$ cat config.mk
export PLATFORM = sky130hd
export DESIGN_NAME = packbits_style_rle_encoder_core
export DESIGN_NICKNAME = d
export VERILOG_FILES = /design/src/rtl/pbrle_pkg.sv /design/src/rtl/packbits_style_rle_encoder_core.sv /design/src/rtl/pbrle_queue.sv /design/src/rtl/pbrle_front.sv /design/src/rtl/pbrle_back.sv
export VERILOG_INCLUDE_DIRS = /design/src /design/src/rtl
export SDC_FILE = /design/constraint.sdc
export NUM_CORES = 1
export LEC_CHECK = 0
export CORE_ASPECT_RATIO = 1.1
export CORE_UTILIZATION = 57
export CTS_BUF_LIST = sky130_fd_sc_hd__clkbuf_4 sky130_fd_sc_hd__clkbuf_8 sky130_fd_sc_hd__clkbuf_16
export CTS_CLUSTER_SIZE = 8
export DETAILED_ROUTE_END_ITERATION = 10
export DONT_BUFFER_PORTS = 1
export GPL_ROUTABILITY_DRIVEN = 1
export PLACE_DENSITY_LB_ADDON = 0.05
export SLEW_MARGIN = 10
export SYNTH_ARGS = -nofsm -noshare
export SYNTH_HDL_FRONTEND = slang
export SYNTH_SLANG_ARGS = --single-unit
$ cat constraint.sdc
create_clock -name i_clk -period 4 [get_ports i_clk]
set_input_delay 0.4 -clock i_clk [delete_from_list [all_inputs] [get_ports i_clk]]
set_output_delay 0.4 -clock i_clk [all_outputs]
set_load 0.02 [all_outputs]
$ cat src/rtl/packbits_style_rle_encoder_core_defines.svh
// Assertion macros for the PackBits-style RLE encoder core.
`ifndef PACKBITS_STYLE_RLE_ENCODER_CORE_DEFINES_SVH
`define PACKBITS_STYLE_RLE_ENCODER_CORE_DEFINES_SVH

`ifndef SYNTHESIS
// condition must hold at every clock edge out of reset
`define PBRLE_ASSERT(label, clk, rst_n, cond, msg) \
    label: assert property (@(posedge clk) disable iff (!rst_n) (cond)) else $error(msg);
// when ante holds, cons must hold in the same cycle
`define PBRLE_ASSERT_IMP(label, clk, rst_n, ante, cons, msg) \
    label: assert property (@(posedge clk) disable iff (!rst_n) (ante) |-> (cons)) \
        else $error(msg);
`else
`define PBRLE_ASSERT(label, clk, rst_n, cond, msg)
`define PBRLE_ASSERT_IMP(label, clk, rst_n, ante, cons, msg)
`endif

`endif

$ cat src/rtl/pbrle_pkg.sv
// Shared types and constants of the PackBits-style RLE encoder.
`default_nettype none

package pbrle_pkg;

    localparam int BYTE_W  = 8;
    localparam int CNT_W   = 8;
    localparam int TOK_W   = 9;
    localparam int Q_DEPTH = 4;
    localparam int Q_PTR_W = 2;

    typedef enum logic {
        CMD_RUN,
        CMD_LIT
    } t_cmd_kind;

    // one token to emit: repeat (count + byte) or literal (count + stored bytes)
    typedef struct packed {
        t_cmd_kind          kind;
        logic [CNT_W-1:0]   count;
        logic [BYTE_W-1:0]  data;
        logic               burst_end;
        logic               stream_end;
    } t_cmd;

    typedef enum logic [1:0] {
        BK_IDLE,
        BK_COUNT,
        BK_RUN_BYTE,
        BK_LIT_BYTE
    } t_back_state;

endpackage

`default_nettype wire

$ cat src/rtl/packbits_style_rle_encoder_core.sv
// Top level of the PackBits-style RLE encoder core.
//
// Input channel: one byte per transaction on i_data_byte, with i_final_byte set
// on the last byte of a string; taken when push is high and full is low.
// Result channel: count items (o_is_count=1, o_token_count > 0 for a repeat,
// < 0 for a literal) each followed by its data items on o_out_byte; the head
// item is shown while empty is low and taken when pop is high.
// o_burst_end marks the last result of one input transaction, o_stream_end
// the last result of the string.
// A token passes the token queue, the back end's command register and result register.
// Throughput: one byte per cycle while the queue and hold register have room and
// no literal group drains. A repeat token yields a count and one data item, a
// literal group of n bytes a count and n data items; full stays high while it
// drains. Two tokens from one transaction hold full high while the second waits.
// Reset (synchronous, i_rst_n low) drops queued tokens and the pending result and
// returns to the start of a string.
// When pop stays low the result register and the token queue fill, and full rises.
`default_nettype none

module packbits_style_rle_encoder_core #(
    parameter int MAX_LITERAL = 32,
    parameter int MAX_RUN     = 255
) (
    input  wire                                 i_clk,
    input  wire                                 i_rst_n,
    input  wire                                 push,
    output logic                                full,
    input  wire  [pbrle_pkg::BYTE_W-1:0]        i_data_byte,
    input  wire                                 i_final_byte,
    output logic                                empty,
    input  wire                                 pop,
    output logic                                o_is_count,
    output logic signed [pbrle_pkg::TOK_W-1:0]  o_token_count,
    output logic [pbrle_pkg::BYTE_W-1:0]        o_out_byte,
    output logic                                o_burst_end,
    output logic                                o_stream_end
);
    import pbrle_pkg::*;

    localparam int IW = $clog2(MAX_LITERAL);

    logic              q_push, q_pop, q_empty, q_full;
    t_cmd              q_in_cmd, q_out_cmd;
    logic              lit_done;
    logic              wr_en;
    logic [IW-1:0]     wr_addr;
    logic [BYTE_W-1:0] wr_data;
    logic [BYTE_W-1:0] lit_first;

    pbrle_front #(
        .MAX_LITERAL (MAX_LITERAL),
        .MAX_RUN     (MAX_RUN)
    ) u_front (
        .i_clk        (i_clk),
        .i_rst_n      (i_rst_n),
        .i_push       (push),
        .o_full       (full),
        .i_data_byte  (i_data_byte),
        .i_final_byte (i_final_byte),
        .o_q_push     (q_push),
        .o_q_cmd      (q_in_cmd),
        .i_q_full     (q_full),
        .i_lit_done   (lit_done),
        .o_wr_en      (wr_en),
        .o_wr_addr    (wr_addr),
        .o_wr_data    (wr_data),
        .o_lit_first  (lit_first)
    );

    pbrle_queue u_queue (
        .i_clk   (i_clk),
        .i_rst_n (i_rst_n),
        .i_push  (q_push),
        .i_cmd   (q_in_cmd),
        .i_pop   (q_pop),
        .o_cmd   (q_out_cmd),
        .o_empty (q_empty),
        .o_full  (q_full)
    );

    pbrle_back #(
        .MAX_LITERAL (MAX_LITERAL)
    ) u_back (
        .i_clk         (i_clk),
        .i_rst_n       (i_rst_n),
        .i_q_cmd       (q_out_cmd),
        .i_q_empty     (q_empty),
        .o_q_pop       (q_pop),
        .i_wr_en       (wr_en),
        .i_wr_addr     (wr_addr),
        .i_wr_data     (wr_data),
        .i_lit_first   (lit_first),
        .o_lit_done    (lit_done),
        .i_pop         (pop),
        .o_empty       (empty),
        .o_is_count    (o_is_count),
        .o_token_count (o_token_count),
        .o_out_byte    (o_out_byte),
        .o_burst_end   (o_burst_end),
        .o_stream_end  (o_stream_end)
    );

endmodule

`default_nettype wire

$ cat src/rtl/pbrle_queue.sv
// Short token command queue between the front and back ends.
`default_nettype none

module pbrle_queue (
    input  wire                i_clk,
    input  wire                i_rst_n,
    input  wire                i_push,
    input  pbrle_pkg::t_cmd    i_cmd,
    input  wire                i_pop,
    output pbrle_pkg::t_cmd    o_cmd,
    output logic               o_empty,
    output logic               o_full
);
    import pbrle_pkg::*;

    t_cmd               r_mem [Q_DEPTH];
    logic [Q_PTR_W-1:0] r_wr_ptr, n_wr_ptr;
    logic [Q_PTR_W-1:0] r_rd_ptr, n_rd_ptr;
    logic [Q_PTR_W:0]   r_count, n_count;
    logic               do_push, do_pop;

    always_comb begin
        o_empty  = (r_count == '0);
        o_full   = (r_count == (Q_PTR_W+1)'(Q_DEPTH));
        do_push  = i_push && !o_full;
        do_pop   = i_pop && !o_empty;
        n_wr_ptr = do_push ? r_wr_ptr + Q_PTR_W'(1) : r_wr_ptr;
        n_rd_ptr = do_pop ? r_rd_ptr + Q_PTR_W'(1) : r_rd_ptr;
        case ({do_push, do_pop})
            2'b10:   n_count = r_count + (Q_PTR_W+1)'(1);
            2'b01:   n_count = r_count - (Q_PTR_W+1)'(1);
            default: n_count = r_count;
        endcase
        o_cmd = r_mem[r_rd_ptr];
    end

    always_ff @(posedge i_clk) begin
        if (do_push) begin
            r_mem[r_wr_ptr] <= i_cmd;
        end
    end

    always_ff @(posedge i_clk) begin
        if (!i_rst_n) begin
            r_wr_ptr <= '0;
            r_rd_ptr <= '0;
            r_count  <= '0;
        end else begin
            r_wr_ptr <= n_wr_ptr;
            r_rd_ptr <= n_rd_ptr;
            r_count  <= n_count;
        end
    end

endmodule

`default_nettype wire

$ cat src/rtl/pbrle_front.sv
// Front end: accepts bytes, tracks run/literal state, queues token commands.
`default_nettype none
`include "packbits_style_rle_encoder_core_defines.svh"

module pbrle_front #(
    parameter int MAX_LITERAL = 32,
    parameter int MAX_RUN     = 255,
    localparam int IW         = $clog2(MAX_LITERAL)
) (
    input  wire                           i_clk,
    input  wire                           i_rst_n,
    input  wire                           i_push,
    output logic                          o_full,
    input  wire  [pbrle_pkg::BYTE_W-1:0]  i_data_byte,
    input  wire                           i_final_byte,
    output logic                          o_q_push,
    output pbrle_pkg::t_cmd               o_q_cmd,
    input  wire                           i_q_full,
    input  wire                           i_lit_done,
    output logic                          o_wr_en,
    output logic [IW-1:0]                 o_wr_addr,
    output logic [pbrle_pkg::BYTE_W-1:0]  o_wr_data,
    output logic [pbrle_pkg::BYTE_W-1:0]  o_lit_first
);
    import pbrle_pkg::*;

    localparam int LW = $clog2(MAX_LITERAL + 1);

    logic [BYTE_W-1:0] r_prev, n_prev;
    logic              r_have, n_have;
    logic [CNT_W-1:0]  r_run, n_run;
    logic [LW-1:0]     r_lit_len, n_lit_len;
    logic              r_in_lit, n_in_lit;
    logic [BYTE_W-1:0] r_first, n_first;
    logic              r_busy, n_busy;
    logic              r_hold_valid, n_hold_valid;
    t_cmd              r_hold, n_hold;
    logic              accept;
    logic              cmd0_v, cmd1_v;
    t_cmd              cmd0, cmd1;

    function automatic t_cmd make_cmd(t_cmd_kind kind, logic [CNT_W-1:0] count,
                                      logic [BYTE_W-1:0] data, logic be, logic se);
        t_cmd c;
        c.kind       = kind;
        c.count      = count;
        c.data       = data;
        c.burst_end  = be;
        c.stream_end = se;
        return c;
    endfunction

    always_comb begin
        o_full       = i_q_full || r_hold_valid || r_busy;
        accept       = i_push && !o_full;
        n_prev       = r_prev;
        n_have       = r_have;
        n_run        = r_run;
        n_lit_len    = r_lit_len;
        n_in_lit     = r_in_lit;
        n_first      = r_first;
        cmd0_v       = 1'b0;
        cmd1_v       = 1'b0;
        cmd0         = make_cmd(CMD_RUN, '0, '0, 1'b0, 1'b0);
        cmd1         = cmd0;
        o_wr_en      = 1'b0;
        o_wr_addr    = '0;
        o_wr_data    = i_data_byte;

        if (accept) begin
            if (!r_have) begin
                n_have    = 1'b1;
                n_in_lit  = 1'b0;
                n_run     = CNT_W'(1);
                n_lit_len = '0;
            end else if (!r_in_lit) begin
                if (i_data_byte == r_prev) begin
                    if (r_run >= CNT_W'(MAX_RUN)) begin
                        cmd0_v = 1'b1;
                        cmd0   = make_cmd(CMD_RUN, CNT_W'(MAX_RUN), r_prev, !i_final_byte, 1'b0);
                        n_run  = CNT_W'(1);
                    end else begin
                        n_run = r_run + CNT_W'(1);
                    end
                end else if (r_run >= CNT_W'(2)) begin
                    cmd0_v = 1'b1;
                    cmd0   = make_cmd(CMD_RUN, r_run, r_prev, !i_final_byte, 1'b0);
                    n_run  = CNT_W'(1);
                end else begin
                    // two differing bytes open a literal group; entry 0 lives in r_first
                    n_first   = r_prev;
                    o_wr_en   = 1'b1;
                    o_wr_addr = IW'(1);
                    n_lit_len = LW'(2);
                    n_in_lit  = 1'b1;
                    n_run     = '0;
                end
            end else begin
                if (i_data_byte == r_prev) begin
                    // last literal byte moves into a run of two
                    cmd0_v    = 1'b1;
                    cmd0      = make_cmd(CMD_LIT, CNT_W'(r_lit_len) - CNT_W'(1), '0,
                                         !i_final_byte, 1'b0);
                    n_in_lit  = 1'b0;
                    n_lit_len = '0;
                    n_run     = CNT_W'(2);
                end else if (r_lit_len >= LW'(MAX_LITERAL)) begin
                    cmd0_v    = 1'b1;
                    cmd0      = make_cmd(CMD_LIT, CNT_W'(r_lit_len), '0, !i_final_byte, 1'b0);
                    n_in_lit  = 1'b0;
                    n_lit_len = '0;
                    n_run     = CNT_W'(1);
                end else begin
                    o_wr_en   = 1'b1;
                    o_wr_addr = r_lit_len[IW-1:0];
                    n_lit_len = r_lit_len + LW'(1);
                end
            end
            n_prev = i_data_byte;

            if (i_final_byte) begin
                cmd1_v = 1'b1;
                if (n_in_lit) begin
                    cmd1 = make_cmd(CMD_LIT, CNT_W'(n_lit_len), '0, 1'b1, 1'b1);
                end else begin
                    cmd1 = make_cmd(CMD_RUN, n_run, i_data_byte, 1'b1, 1'b1);
                end
                n_prev    = '0;
                n_have    = 1'b0;
                n_run     = '0;
                n_lit_len = '0;
                n_in_lit  = 1'b0;
            end
        end

        // a second token from one transaction waits in the hold register
        o_q_push     = 1'b0;
        o_q_cmd      = cmd0;
        n_hold_valid = r_hold_valid;
        n_hold       = r_hold;
        if (r_hold_valid) begin
            o_q_push     = !i_q_full;
            o_q_cmd      = r_hold;
            n_hold_valid = i_q_full;
        end else if (cmd0_v) begin
            o_q_push     = 1'b1;
            o_q_cmd      = cmd0;
            n_hold_valid = cmd1_v;
            n_hold       = cmd1;
        end else if (cmd1_v) begin
            o_q_push = 1'b1;
            o_q_cmd  = cmd1;
        end

        // literal store and r_first stay frozen until the back end drains the group
        n_busy = r_busy;
        if (i_lit_done) begin
            n_busy = 1'b0;
        end
        if (o_q_push && o_q_cmd.kind == CMD_LIT) begin
            n_busy = 1'b1;
        end

        o_lit_first = r_first;
    end

    always_ff @(posedge i_clk) begin
        r_first <= n_first;
        r_hold  <= n_hold;
    end

    always_ff @(posedge i_clk) begin
        if (!i_rst_n) begin
            r_prev       <= '0;
            r_have       <= 1'b0;
            r_run        <= '0;
            r_lit_len    <= '0;
            r_in_lit     <= 1'b0;
            r_busy       <= 1'b0;
            r_hold_valid <= 1'b0;
        end else begin
            r_prev       <= n_prev;
            r_have       <= n_have;
            r_run        <= n_run;
            r_lit_len    <= n_lit_len;
            r_in_lit     <= n_in_lit;
            r_busy       <= n_busy;
            r_hold_valid <= n_hold_valid;
        end
    end

    `PBRLE_ASSERT_IMP(a_lit_push_idle, i_clk, i_rst_n, o_q_push && o_q_cmd.kind == CMD_LIT, !r_busy, "literal token queued while another is draining")
    `PBRLE_ASSERT(a_hold_is_run, i_clk, i_rst_n, !r_hold_valid || r_hold.kind == CMD_RUN, "held token is not a repeat token")
    `PBRLE_ASSERT_IMP(a_lit_len_range, i_clk, i_rst_n, r_in_lit, r_lit_len >= LW'(2) && r_lit_len <= LW'(MAX_LITERAL), "literal length out of range")

endmodule

`default_nettype wire

$ cat src/rtl/pbrle_back.sv
// Back end: expands token commands into result items, drains the literal store.
`default_nettype none
`include "packbits_style_rle_encoder_core_defines.svh"

module pbrle_back #(
    parameter int MAX_LITERAL = 32,
    localparam int IW         = $clog2(MAX_LITERAL)
) (
    input  wire                                 i_clk,
    input  wire                                 i_rst_n,
    input  pbrle_pkg::t_cmd                     i_q_cmd,
    input  wire                                 i_q_empty,
    output logic                                o_q_pop,
    input  wire                                 i_wr_en,
    input  wire  [IW-1:0]                       i_wr_addr,
    input  wire  [pbrle_pkg::BYTE_W-1:0]        i_wr_data,
    input  wire  [pbrle_pkg::BYTE_W-1:0]        i_lit_first,
    output logic                                o_lit_done,
    input  wire                                 i_pop,
    output logic                                o_empty,
    output logic                                o_is_count,
    output logic signed [pbrle_pkg::TOK_W-1:0]  o_token_count,
    output logic [pbrle_pkg::BYTE_W-1:0]        o_out_byte,
    output logic                                o_burst_end,
    output logic                                o_stream_end
);
    import pbrle_pkg::*;

    logic [BYTE_W-1:0] r_store [MAX_LITERAL];
    logic [BYTE_W-1:0] r_rd_data;
    t_back_state       r_state, n_state;
    t_cmd              r_cmd, n_cmd;
    logic [IW-1:0]     r_idx, n_idx;
    logic [IW-1:0]     rd_addr;
    logic              r_out_valid;
    logic              r_out_is_count;
    logic [TOK_W-1:0]  r_out_count;
    logic [BYTE_W-1:0] r_out_byte;
    logic              r_out_be, r_out_se;
    logic              out_ready, load, finish, take, lit_last;
    logic              ld_is_count, ld_be, ld_se;
    logic [TOK_W-1:0]  ld_count;
    logic [BYTE_W-1:0] ld_byte;

    always_comb begin
        out_ready   = !r_out_valid || i_pop;
        lit_last    = (CNT_W'(r_idx) + CNT_W'(1)) == r_cmd.count;
        n_state     = r_state;
        n_cmd       = r_cmd;
        n_idx       = r_idx;
        rd_addr     = r_idx;
        load        = 1'b0;
        finish      = 1'b0;
        take        = 1'b0;
        o_lit_done  = 1'b0;
        ld_is_count = 1'b0;
        ld_count    = '0;
        ld_byte     = '0;
        ld_be       = 1'b0;
        ld_se       = 1'b0;

        case (r_state)
            BK_IDLE: begin
                take = !i_q_empty;
            end
            BK_COUNT: begin
                if (out_ready) begin
                    load        = 1'b1;
                    ld_is_count = 1'b1;
                    if (r_cmd.kind == CMD_RUN) begin
                        ld_count = {1'b0, r_cmd.count};
                        n_state  = BK_RUN_BYTE;
                    end else begin
                        ld_count = '0 - {1'b0, r_cmd.count};
                        n_state  = BK_LIT_BYTE;
                    end
                end
            end
            BK_RUN_BYTE: begin
                if (out_ready) begin
                    load    = 1'b1;
                    ld_byte = r_cmd.data;
                    ld_be   = r_cmd.burst_end;
                    ld_se   = r_cmd.stream_end;
                    finish  = 1'b1;
                end
            end
            BK_LIT_BYTE: begin
                if (out_ready) begin
                    load    = 1'b1;
                    // entry 0 of a group is held by the front end
                    ld_byte = (r_idx == '0) ? i_lit_first : r_rd_data;
                    if (lit_last) begin
                        ld_be      = r_cmd.burst_end;
                        ld_se      = r_cmd.stream_end;
                        finish     = 1'b1;
                        o_lit_done = 1'b1;
                    end else begin
                        n_idx   = r_idx + IW'(1);
                        rd_addr = r_idx + IW'(1);
                    end
                end
            end
            default: begin
                n_state = BK_IDLE;
            end
        endcase

        if (finish) begin
            n_state = BK_IDLE;
            take    = !i_q_empty;
        end
        if (take) begin
            n_cmd   = i_q_cmd;
            n_idx   = '0;
            n_state = BK_COUNT;
        end
        o_q_pop = take;

        o_empty       = !r_out_valid;
        o_is_count    = r_out_is_count;
        o_token_count = $signed(r_out_count);
        o_out_byte    = r_out_byte;
        o_burst_end   = r_out_be;
        o_stream_end  = r_out_se;
    end

    always_ff @(posedge i_clk) begin
        if (i_wr_en) begin
            r_store[i_wr_addr] <= i_wr_data;
        end
        r_rd_data <= r_store[rd_addr];
    end

    always_ff @(posedge i_clk) begin
        r_cmd <= n_cmd;
        r_idx <= n_idx;
        if (load) begin
            r_out_is_count <= ld_is_count;
            r_out_count    <= ld_count;
            r_out_byte     <= ld_byte;
            r_out_be       <= ld_be;
            r_out_se       <= ld_se;
        end
    end

    always_ff @(posedge i_clk) begin
        if (!i_rst_n) begin
            r_state     <= BK_IDLE;
            r_out_valid <= 1'b0;
        end else begin
            r_state <= n_state;
            if (load) begin
                r_out_valid <= 1'b1;
            end else if (i_pop) begin
                r_out_valid <= 1'b0;
            end
        end
    end

    `PBRLE_ASSERT_IMP(a_lit_state_cmd, i_clk, i_rst_n, r_state == BK_LIT_BYTE, r_cmd.kind == CMD_LIT && r_cmd.count != '0, "literal drain without a literal token")
    `PBRLE_ASSERT_IMP(a_lit_idx_range, i_clk, i_rst_n, r_state == BK_LIT_BYTE, CNT_W'(r_idx) < r_cmd.count, "literal index past group length")
    `PBRLE_ASSERT_IMP(a_count_not_last, i_clk, i_rst_n, r_out_valid && r_out_is_count, !r_out_be && !r_out_se, "count item flagged as last result")

endmodule

`default_nettype wire

Word level (Yosys, flattened, before mapping). Memory sizes are Yosys's and may differ from the RTL's. A register that Yosys moved wholly into a read port is not among the register bits. Cells that the tools add are included.

Word-level logic and storage cells: 181. Memory bits (writable): 332. Memories kept: 2. Bits of input ports: 13. Register bits: 88.

$add $sub $neg: 10. Bitwise logic cells: 5. Reductions and logical operators: 27. Mux-type cells: 100. $lt $le $gt $ge: 3. Equal/unequal tests: 8.

Memories: u_back.r_store (depth 32, bits a word 8, read ports 1, clocked after Yosys merged registers in 1, write ports 1, line pbrle_back.sv:29) `logic [BYTE_W-1:0] r_store [MAX_LITERAL];`; u_queue.r_mem (depth 4, bits a word 19, read ports 1, clocked after Yosys merged registers in 1, write ports 1, line pbrle_queue.sv:16) `t_cmd r_mem [Q_DEPTH];`.

Operators by type and width (count): $mux W19 (12); $mux W8 (12); $mux W1 (53); $mux W5 (9); $mux W6 (7); $mux W18 (2); $eq A8 B8 Y1 (2); $pmux W8 S2 (1); $sub A1 B8 Y9 const A (1); $add A8 B1 Y8 const B (1); $ge A8 B2 Y1 const B (1); $ge A8 B8 Y1 const B (1); $sub A6 B1 Y7 const B (1); $add A5 B1 Y6 const B (1); $add A6 B1 Y6 const B (1); $eq A2 B2 Y1 const B (3); $ge A6 B6 Y1 const B (1); $pmux W1 S2 (3); $pmux W3 S2 (1); $reduce_and A2 Y1 (3); $reduce_bool A2 Y1 (3); $reduce_bool A3 Y1 (2); $reduce_or A3 Y1 (2); $add A5 B1 Y5 const B (1); 14 further kinds (29).

Logic depth before layout (Yosys ltp). Gate-level depths: netlist of run 1.

Depth in word-level cells: 14. Mapped depth: 17.

By module. A second synthesis of run 1 with hierarchy kept.

Cell total of the unflattened synthesis: 1401. Area total of the unflattened synthesis: 19561.3 um^2.

By module, submodules not included: pbrle_back (cells each 868, seq. area each 9178.8 um^2, times used 1, area each 12917.4 um^2); pbrle_front (cells each 380, seq. area each 1301.2 um^2, times used 1, area each 3398.3 um^2); pbrle_queue (cells each 153, seq. area each 2462.4 um^2, times used 1, area each 3245.6 um^2).

Worst setup path before layout of run 1. Ideal clock, no wire load.

Path type: flip-flop to flip-flop. From: register u_back.r_idx[0]. To: register u_queue.r_count[2]. Buffers on the path: 3. Setup time: 76 ps. Period minus slack after synthesis: 4015 ps. Required time: 3924 ps. Stages on the path, launching flop included: 18. Slack: -15 ps. Arrival time: 3940 ps. Cells stage by stage: dfxtp_1 -> buf_4 -> clkinv_1 -> ha_1 -> xor2_1 -> nor4_2 -> and4_4 -> buf_2 -> nand2_1 -> a21oi_1 -> o32a_1 -> clkbuf_1 -> ha_1 -> inv_1 -> fa_1 -> xor2_1 -> or3_1 -> a21boi_0.

Longest elaborated chain between the ends: 9.

Ends and longest elaborated chain: from (decl) (line pbrle_back.sv:33) `logic [IW-1:0] r_idx, n_idx;`; from (signal assigned) (line pbrle_back.sv:137) `r_idx <= n_idx;`; $add A5 B1 Y6 (*) (line pbrle_back.sv:47) `lit_last = (CNT_W'(r_idx) + CNT_W'(1)) == r_cmd.count;`; $eq A8 B8 Y1 (*) (line pbrle_back.sv:47); $mux W1 (*) (line pbrle_back.sv:93) `if (lit_last) begin`; $mux W1 (*) (line pbrle_back.sv:89) `if (out_ready) begin`; $pmux W1 S2 (*) (line pbrle_back.sv:62) `case (r_state)`; $mux W1 (*) (line pbrle_back.sv:109) `if (finish) begin`; $logic_and A1 B1 Y1 (*) (line pbrle_queue.sv:26) `do_pop = i_pop && !o_empty;`; named net u_queue.do_pop (line pbrle_queue.sv:20) `logic do_push, do_pop;`; $eq A2 B1 Y1 or $eq A2 B2 Y1 (tied branches) (line pbrle_queue.sv:29) `case ({do_push, do_pop})`; $pmux W3 S2 or $reduce_bool A2 Y1 (tied branches); to (signal assigned) (line pbrle_queue.sv:51) `r_count <= n_count;`; to (decl) (line pbrle_queue.sv:19) `logic [Q_PTR_W:0] r_count, n_count;`.

Mark *: on every way through the listed nets, which the timed path passes. The rest lies on a longest branch. A chain may end at the register's enable or synchronous reset.

Final worst setup path of run 1.
From: register u_back.r_idx[0]. To: register u_back.r_rd_data[7], read port of u_back.r_store.

Longest elaborated chain between the ends: 5.

Ends and longest elaborated chain: $add A5 B1 Y6 (line pbrle_back.sv:47); $eq A8 B8 Y1 (line pbrle_back.sv:47); $mux W5 (line pbrle_back.sv:93); $mux W5 (line pbrle_back.sv:89); $mux W5 (*) (line pbrle_back.sv:62); to (decl) (line pbrle_back.sv:30) `logic [BYTE_W-1:0] r_rd_data;`.

Mark *: on every way between the ends. The rest lies on a longest branch, timed or not.

==> qor.csv, run 1 <==
metric,value,unit
"count leader, synth",edfxtp_1,
Yosys reg bits,446,
Syn Inst Count,1364,
via count,11874,
Reg area,12900,µm²
worst vdd ir,0.3544,mV
"Setup violations, final",0,
"EDFF count, synth",397,
Post-Synth XOR/XNOR Area,1.821,%
Detailed Place HPWL,28420,µm
crit share post-route,93.98,%
PwrDens,589.0,nW/µm²
WL final,45700,µm
final worst setup slack,0.2408,ns
cell taking the most area after synthesis,edfxtp_1,
clk buf depth,3,
TNS Setup,0,ns
Post-Place Cells,1794,
Final Hold Viols,0,
number of distinct library cells after synthesis,74,
area of the multi-input gates,5490,µm²
fillcell total,2292,
CP max FO,49,
GRT Overall Usage,27.56,%
worst hold path class,input port to register,
IO Port Bufs,0,
synthesized cell area,18820,µm²
# diodes,0,
CTS buffer count,61,
largest net degree at the start of global routing,50,
WL per Instance,23.81,µm
WP data required,4.45,ns
measured slew at the worst slew-check pin,1.236,ns
Max Clk Rate,266.0,MHz
GRT overflow,0,
ranking of synthesized cells by area,"edfxtp_1 63%, dfxtp_1 5.2%, mux4_2 3.5%",
Non-Filler Instances,1919,
Die ar.,33760,µm²
pre-CTS WS,0.2627,ns
critical path capture point type,register,
Die X,175.3,µm
Simple-Gate Fraction of Synth Area,11.82,%
"Critical Path, Cell by Cell",clkinv_1 > ha_1 > xor2_1 > nor4_2 > and4_4 > a21oi_4 > xnor2_4 > buf_12 > mux4_1 > o2111ai_1 > nand4_1,
syn avg cell area,13.80,µm²
row count,69,
clock sinks,446,
1st-pass router iterations,5,
global-route wire length before repair,69250,µm
maximum single-stage delay on the critical path,0.66,ns
CP Class,register to register,
ys flop type,edfxtp_1,
Final Max Tran Viols,0,
largest family of logic cells by synthesized area,simple AND/OR/NAND/NOR gates,
worst-skew pair later-pin latency,0.59,ns
number of max-cap violations,0,
Final #Nets,1467,
top cell type's share of synthesized area,63.33,%
layout cells sized above 1,16.68,%
"Seq/Total Area, Yosys",68.54,%
Final ANT Viol Nets,0,
critical path's slowest cell,mux4_1,
initial DRC count,1307,
core area,32370,µm²
RSZ-0062 raised after global routing,no,
initial core utilization,58.14,%
Clock transition at path regs,0.06,ns
Post-synth ARST share,0,%
total power,12870,µW
DR DRC count,0,
H-tree depth,2,
critical path launch point type,register,
hold slack,0.02076,ns
Synth Area in Compound Gates,8.175,%
outcome,"complete, no violations",
gpl congestion,0.9384,
Final Critical Period,3.759,ns
Slew headroom,17.10,%
via-per-instance ratio,6.188,
initial antenna violation count,0,
syn nets,1390,
total setup buffers inserted after CTS,0,
Layout area overhead,16.05,%
Root Driver,clkbuf_16,
vias in the first global route,11524,
Top Ports,35,
CTS tree,yes,
Synthesis Warnings,0,
Die H,192.6,µm
mux contribution to synthesized area,6.301,%
WP data arrival,4.21,ns
Worst Skew,0.01744,ns
Pleak,0.007549,µW
Post-Synth Adder-Cell Area,0.9040,%
commonest cells in the netlist,"397 x edfxtp_1, 155 x nand2_1, 94 x nor2_1",
==> stage by stage <==
step	instance area (µm²)	util (%)
after global placement	19680	60.77
after global routing	21850	67.48
after detailed placement	19680	60.77
after CTS	21840	67.47
after floorplan	18830	-
final	21850	67.48
==> sequential cells by signal (all words and copies together) (netlist names), 2 cells and up <==
| register | cells |
|---|---|
| u_queue.r_mem | 76 |
| u_queue.r_wr_ptr | 2 |
| u_front.r_hold | 18 |
| u_queue.r_rd_ptr | 2 |
| u_back.o_token_count | 9 |
| u_back.r_state | 2 |
| u_front.r_prev | 8 |
| u_back.r_idx | 5 |
| u_front.r_run | 8 |
| u_back.r_cmd | 19 |
| u_back.r_store | 256 |
| u_queue.r_count | 3 |
| u_back.r_rd_data | 8 |
| u_front.o_lit_first | 8 |
| u_back.o_out_byte | 8 |
| u_front.r_lit_len | 6 |
==> final cells by class <==
cell class                      instances  share of cell area (%)
Timing Repair Buffer                   88                   3.666
Clock buffer                          113                   8.883
Clock inverter                          2                  0.1661
Sequential cell                       446                   59.06
Inverter                               38                  0.6529
Multi-Input combinational cell        806                   25.13
Tap cell                              426                   2.440
==> final timing paths <==
kind / end / depth (start not counted) / start / slack [ns]
worst max register to register: u_back.r_rd_data[7] / 11 / u_back.r_idx[0] / 0.24
worst min-delay path: u_front.r_prev[0] / 2 / i_final_byte / 0.02
worst max-delay path: u_back.r_rd_data[7] / 11 / u_back.r_idx[0] / 0.24
worst min register to register: u_front.r_prev[6] / 2 / u_front.r_prev[6] / 0.51
==> layer usage <==
| metal | global-route usage [%] | vias to the layer above | share of wire (%) |
|---|---|---|---|
| met5 | 0 | - | 0 |
| met4 | 8.629 | 0 | 2.1 |
| met3 | 4.137 | 71 | 7.3 |
| met2 | 42.74 | 479 | 47 |
| met1 | 40.42 | 5941 | 44 |
| li1 | - | 5383 | - |
==> logic make-up after synthesis <==
family / count (synthesis)
multiplexers: 69
AND/OR/NAND/NOR: 468
XOR/XNOR: 37
flip-flops: 446
adder cells (fa/ha/maj): 13
AO/OA/AOI/OAI: 219
buffers and inverters: 112
==> power by group <==
part	leakage, µW	internal [µW]	switching (µW)
sequential	0.00402	5490	341
combinational	0.00251	766	1150
clock	0.00102	3250	1870
==> cell usage in the layout, fill, tap and decap left out, drive strengths merged, types with 30 or more instances in the layout <==
| cell | instances |
|---|---|
| edfxtp | 397 |
| mux4 | 37 |
| clkbuf | 113 |
| buf | 87 |
| o21ai | 62 |
| nor2 | 94 |
| nor3 | 42 |
| inv | 38 |
| nand3 | 65 |
| nand2 | 155 |
| dfxtp | 49 |
| mux2i | 30 |
==> worst max-delay path: cells and delay by family, from the launching register on <==
kind            cells  cell delay (ns)
compound gates      2             0.55
xor+xnor            2             0.36
fa+ha+maj           1             0.39
buf+inv             2             0.41
flops               1             0.44
mux                 1             0.66
simple gates        3             0.75
==> what timing repair did <==
action / in CTS / in global routing
endpoints found under the hold margin: 292 / 0
endpoints found under the setup margin: 0 / 1
hold buffers: 10 / 0
gates resized for setup: 0 / 1
Power figures use the tool's default switching activity.
==> run 2, diff against run 1 <==
- CORE_UTILIZATION: 57 -> 65
- clock period: 4 -> 4.6 ns (I/O delays scaled with it)
==> run 2 against run 1 <==
- fmax fell by 7.9%
- die area fell by 12%
- largest cell class unchanged
- global-route usage rose by 4.2 points
- via count rose by 0.56%
==> qor.csv, run 2 (synthesis results as in run 1) <==
metric,value,unit,change
CP Class,register to register,,
Die ar.,29650,µm²,-12%
CP max FO,12,,-76%
worst hold path class,input port to register,,
Worst Setup SP,u_back.r_idx[0],,
worst vdd ir,0.5086,mV,+44%
WP data arrival,4.51,ns,+0.30 ns
measured slew at the worst slew-check pin,1.207,ns,-0.02967 ns
vias in the first global route,11587,,+0.55%
via count,11940,,+0.56%
PwrDens,518.4,nW/µm²,-12%
TNS Setup,0,ns,unchanged
"commonest non-fill, non-tap cell in the layout",edfxtp_1,,
IO Port Bufs,0,,unchanged
CTS buffer count,61,,unchanged
global-route wire length before repair,69380,µm,+0.19%
Final Max Tran Viols,0,,unchanged
clk buf depth,3,,unchanged
1st-pass router iterations,5,,unchanged
GRT overflow,0,,unchanged
initial DRC count,1499,,+15%
Top reg by flops,u_back.r_store,,
crit share post-route,88.70,%,-5.3 points
outcome,"complete, no violations",,
worst-skew pair later-pin latency,0.58,ns,about the same
gpl congestion,0.9210,,-1.9%
initial antenna violation count,3,,+3
Final #Nets,1445,,-1.5%
biggest regs,"u_back.r_store x256, u_queue.r_mem x76, u_back.r_cmd x19",,
"Setup violations, final",0,,unchanged
via-per-instance ratio,6.507,,+5.2%
RR Startpoint,u_back.r_idx[0],,
final worst setup slack,0.5199,ns,+0.2792 ns
PostCTS Resize Cnt,0,,unchanged
hold slack,0.02353,ns,+0.002767 ns
Final Hold Viols,0,,unchanged
flop-to-flop setup slack,0.52,ns,+0.28 ns
Worst Skew,0.01681,ns,-0.0006285 ns
Die X,164.3,µm,-6.3%
number of flip-flops in the largest register,256,,unchanged
critical path launch point type,register,,
Detailed Place HPWL,28470,µm,+0.19%
Clock transition at path regs,0.05,ns,about the same
fillcell total,1683,,-27%
CTS tree,yes,,
number of max-cap violations,0,,unchanged
Max Clk Rate,245.1,MHz,-7.9%
Top Ports,35,,unchanged
Final Critical Period,4.080,ns,+0.3208 ns
most frequent cells in the layout,"397 x edfxtp_1, 155 x nand2_1, 93 x nor2_1, 64 x nand3_1, 61 x clkbuf_16",,
Layout area overhead,14.32,%,
core area,28110,µm²,-13%
hold wc startpoint,i_rst_n,,
WP data required,5.03,ns,+0.58 ns
WL final,45880,µm,+0.41%
DR DRC count,0,,unchanged
pre-CTS WS,0.6384,ns,+0.3757 ns
layout cells sized above 1,14.96,%,-1.7 points
Pleak,0.007392,µW,-2.1%
Final ANT Viol Nets,0,,unchanged
row count,64,,-7.2%
largest net degree at the start of global routing,65,,+30%
RSZ-0062 raised after global routing,no,,
clock sinks,446,,unchanged
critical path capture point type,register,,
H-tree depth,2,,unchanged
GRT Overall Usage,31.78,%,+4.2 points
initial core utilization,66.97,%,+8.8 points
Root Driver,clkbuf_16,,
WL per Instance,25.00,µm,+5.0%
Die H,180.5,µm,-6.3%
Slew headroom,19.30,%,+2.2 points
run 2: cell count changes in the layout (fill, tap and decap cells not counted), sizes merged:
| cell | change |
|---|---|
| diode | +1 |
| inv | +2 |
| dlygate4sd3 | +6 |
| buf | -28 |
| clkbuf | -1 |
| clkinv | -1 |
run 2: worst paths after layout:
check,depth (start not counted),end
worst max-delay path,11,u_back.r_rd_data[3]
worst min-delay path,1,u_queue.r_rd_ptr[1]
worst max register to register,11,u_back.r_rd_data[3]
worst min register to register,2,u_front.r_prev[6]
run 2: routing by layer:
| layer | global-route usage, % | routed length (µm) | share of wire (%) | up-vias |
|---|---|---|---|---|
| met5 | 0 | 0 | 0 | - |
| met4 | 9.444 | 1097 | 2.4 | 0 |
| met3 | 5.915 | 4173 | 9.1 | 73 |
| met2 | 49.59 | 21980 | 48 | 609 |
| met1 | 45.88 | 18640 | 41 | 5918 |
| li1 | - | - | - | 5340 |
run 2: power breakdown:
| group | leakage [µW] | internal (µW) | switching, µW |
|---|---|---|---|
| registers | 0.00402 | 4780 | 307 |
| clock network | 0.00101 | 2780 | 1600 |
| logic | 0.00236 | 631 | 1050 |
| total | 0.00739 | 8190 | 2970 |
run 2: repair_timing:
item | in CTS | in global routing
hold endpoints to repair | 261 | 0
hold buffers | 10 | 0
setup buffers | 0 | 0
run 2: through the flow:
step	utilization [%]	area, µm²	power, µW	cells
after detailed placement	69.16	19440	6766	1709
final	76.56	21520	11160	1835
after CTS	76.55	21520	11180	1834
after global placement	69.16	19440	6717	1709
after floorplan	-	18820	6241	1364
after global routing	76.55	21520	11520	1834
run 2: critical path: stages (launching register included):
cell	delay (ns)
dfxtp_1	0.48
ha_1	0.48
nand3b_1	0.12
a221oi_1	0.55
nor2_1	0.24
a211o_1	0.35
and2_1	0.36
buf_4	0.26
nor3_1	0.22
nor3_1	0.10
o21ai_0	0.59
nand4_1	0.15
run 2: layout make-up:
type / count / area [µm²] / share of cell area, %
Sequential cell: 446 / 12900 / 59.96
Tap cell: 363 / 454.2 / 2.111
Antenna cell: 1 / 2.502 / 0.01163
Multi-Input combinational cell: 806 / 5495 / 25.54
Inverter: 38 / 142.6 / 0.6628
Timing Repair Buffer: 66 / 575.6 / 2.675
Clock inverter: 3 / 37.54 / 0.1744
Clock buffer: 112 / 1909 / 8.873
==> run 3, diff against run 2 <==
- HOLD_SLACK_MARGIN: not set -> 0.08
==> run 3 against run 2 <==
- via count shrank 0.28%
- fmax decreased by 0.30%
- global-route usage increased by 0.18 points
- sequential power is essentially flat
==> qor.csv, run 3 (synthesis results as in run 1) <==
metric,value,unit,change
outcome,"complete, no violations",,
vias in the first global route,11614,,+0.23%
initial antenna violation count,1,,-2
number of max-cap violations,0,,unchanged
crit share post-route,88.96,%,+0.26 points
global-route wire length before repair,69770,µm,+0.56%
Die ar.,29650,µm²,unchanged
row count,64,,unchanged
Root Driver,clkbuf_16,,
"Setup violations, final",0,,unchanged
WP data arrival,4.52,ns,about the same
Layout area overhead,14.64,%,
Slew headroom,22.56,%,+3.3 points
initial DRC count,1410,,-5.9%
CP most frequent cell,nor3_1,,
Top reg by flops,u_back.r_store,,
critical path launch point type,register,,
CTS tree,yes,,
H-tree depth,2,,unchanged
number of flip-flops in the largest register,256,,unchanged
Pleak,0.007422,µW,+0.41%
Top Ports,35,,unchanged
worst-skew pair later-pin latency,0.58,ns,about the same
"Critical Path, Cell by Cell",ha_1 > nand3b_1 > a221oi_1 > nor2_1 > a211o_1 > and2_1 > buf_4 > nor3_1 > nor3_1 > o21ai_0 > nand4_1,,
pre-CTS WS,0.6384,ns,unchanged
most frequent cells in the layout,"397 x edfxtp_1, 155 x nand2_1, 93 x nor2_1, 64 x nand3_1, 61 x clkbuf_16",,
Final Hold Viols,0,,unchanged
IO Port Bufs,0,,unchanged
gpl congestion,0.9210,,unchanged
layout cells sized above 1,15.29,%,+0.33 points
DR DRC count,0,,unchanged
initial core utilization,66.97,%,unchanged
critical path capture point type,register,,
biggest regs,"u_back.r_store x256, u_queue.r_mem x76, u_back.r_cmd x19",,
fin util,76.78,%,+0.21 points
Clock transition at path regs,0.05,ns,about the same
Final #Nets,1446,,+0.069%
Max Clk Rate,244.4,MHz,-0.30%
core area,28110,µm²,unchanged
R2R cell count,11,,unchanged
via-per-instance ratio,6.485,,-0.33%
final worst setup slack,0.5078,ns,-0.01216 ns
1st-pass router iterations,6,,+1
CP Class,register to register,,
Non-Filler Instances,1836,,+0.054%
worst vdd ir,0.5096,mV,+0.19%
Post-Place Cells,1709,,unchanged
Final Instance Area,21580,µm²,+0.28%
WL per Instance,25.12,µm,+0.46%
worst hold path class,input port to register,,
TNS Setup,0,ns,unchanged
Final ANT Viol Nets,0,,unchanged
via count,11907,,-0.28%
clock sinks,446,,unchanged
flop-to-flop setup slack,0.51,ns,about the same
GRT Overall Usage,31.97,%,+0.18 points
"commonest non-fill, non-tap cell in the layout",edfxtp_1,,
total setup buffers inserted after CTS,0,,unchanged
maximum single-stage delay on the critical path,0.59,ns,about the same
Final Critical Period,4.092,ns,+0.01216 ns
RSZ-0062 raised after global routing,no,,
WP data required,5.03,ns,about the same
Die H,180.5,µm,unchanged
critical path's slowest cell,o21ai_0,,
RR Startpoint,u_back.r_idx[0],,
clk buf depth,3,,unchanged
largest net degree at the start of global routing,65,,unchanged
CP max FO,12,,unchanged
WL final,46120,µm,+0.52%
Worst Skew,0.01600,ns,-0.0008120 ns
Placed Area,19440,µm²,unchanged
measured slew at the worst slew-check pin,1.158,ns,-0.04874 ns
PwrDens,517.5,nW/µm²,-0.17%
Detailed Place HPWL,28470,µm,unchanged
GRT overflow,0,,unchanged
CTS buffer count,61,,unchanged
Worst Setup SP,u_back.r_idx[0],,
Final Max Tran Viols,0,,unchanged
Critical Path Sink,u_back.r_rd_data[3],,
Die X,164.3,µm,unchanged
R2R Path End,u_back.r_rd_data[3],,
hold wc startpoint,i_data_byte[6],,
-- run 3: changes by cell type in the layout (fill, tap and decap cells not counted) --
cell,before,now
buf_12,5,10
dlygate4sd3_1,7,3
-- run 3: layout make-up --
class	instances	area (µm²)
Tap cell	363	454.2
Clock buffer	112	1909
Fill cell	1666	6528
Clock inverter	3	37.54
Timing Repair Buffer	67	635.6
Antenna cell	1	2.502
Sequential cell	446	12900
Multi-Input combinational cell	806	5495
Inverter	38	142.6
-- run 3: critical path: cells and delay by family (launching register included) --
family,cells,cell delay [ns]
compound gates,3,1.49
flops,1,0.48
buf+inv,1,0.26
fa+ha+maj,1,0.49
simple gates,6,1.19
-- run 3: per-layer routing --
layer | vias up | track usage, % | part of all wire (%)
met5 | - | 0 | 0
met4 | 0 | 9.630 | 2.5
met3 | 76 | 6.168 | 8.8
met2 | 590 | 49.69 | 48
met1 | 5899 | 46.12 | 41
li1 | 5342 | - | -
-- run 3: through the flow --
stage | hold slack (ns) | total power (µW)
finish | 0.1055 | 11170
global route | 0.1024 | 11540
CTS | 0.08216 | 11190
detailed placement | 0.5132 | 6766
global placement | 0.5014 | 6717
floorplan | 0.4553 | 6241
-- run 3: where the power goes --
group / total [µW] / leakage [µW] / switching [µW] / internal (µW)
logic: 1700 / 0.00239 / 1060 / 638
clock network: 4380 / 0.00101 / 1600 / 2780
registers: 5080 / 0.00402 / 308 / 4780
-- run 3: how the worst min path moves through the flow --
stage               slack (ns)           endpoint  cells after the start
floorplan                 0.46     u_front.r_busy                      2
global placement          0.50  u_front.r_prev[4]                      2
detailed placement        0.51  u_front.r_prev[1]                      2
CTS                       0.08  u_front.r_hold[8]                      1
global route              0.10  u_front.r_hold[2]                      1
finish                    0.11  u_front.r_hold[8]                      1
-- run 3: timing repair --
| action | 4_1_cts | 5_1_grt |
|---|---|---|
| hold buffers | 11 | 0 |
| resized for setup | 0 | 0 |
| hold endpoints to repair | 292 | 0 |
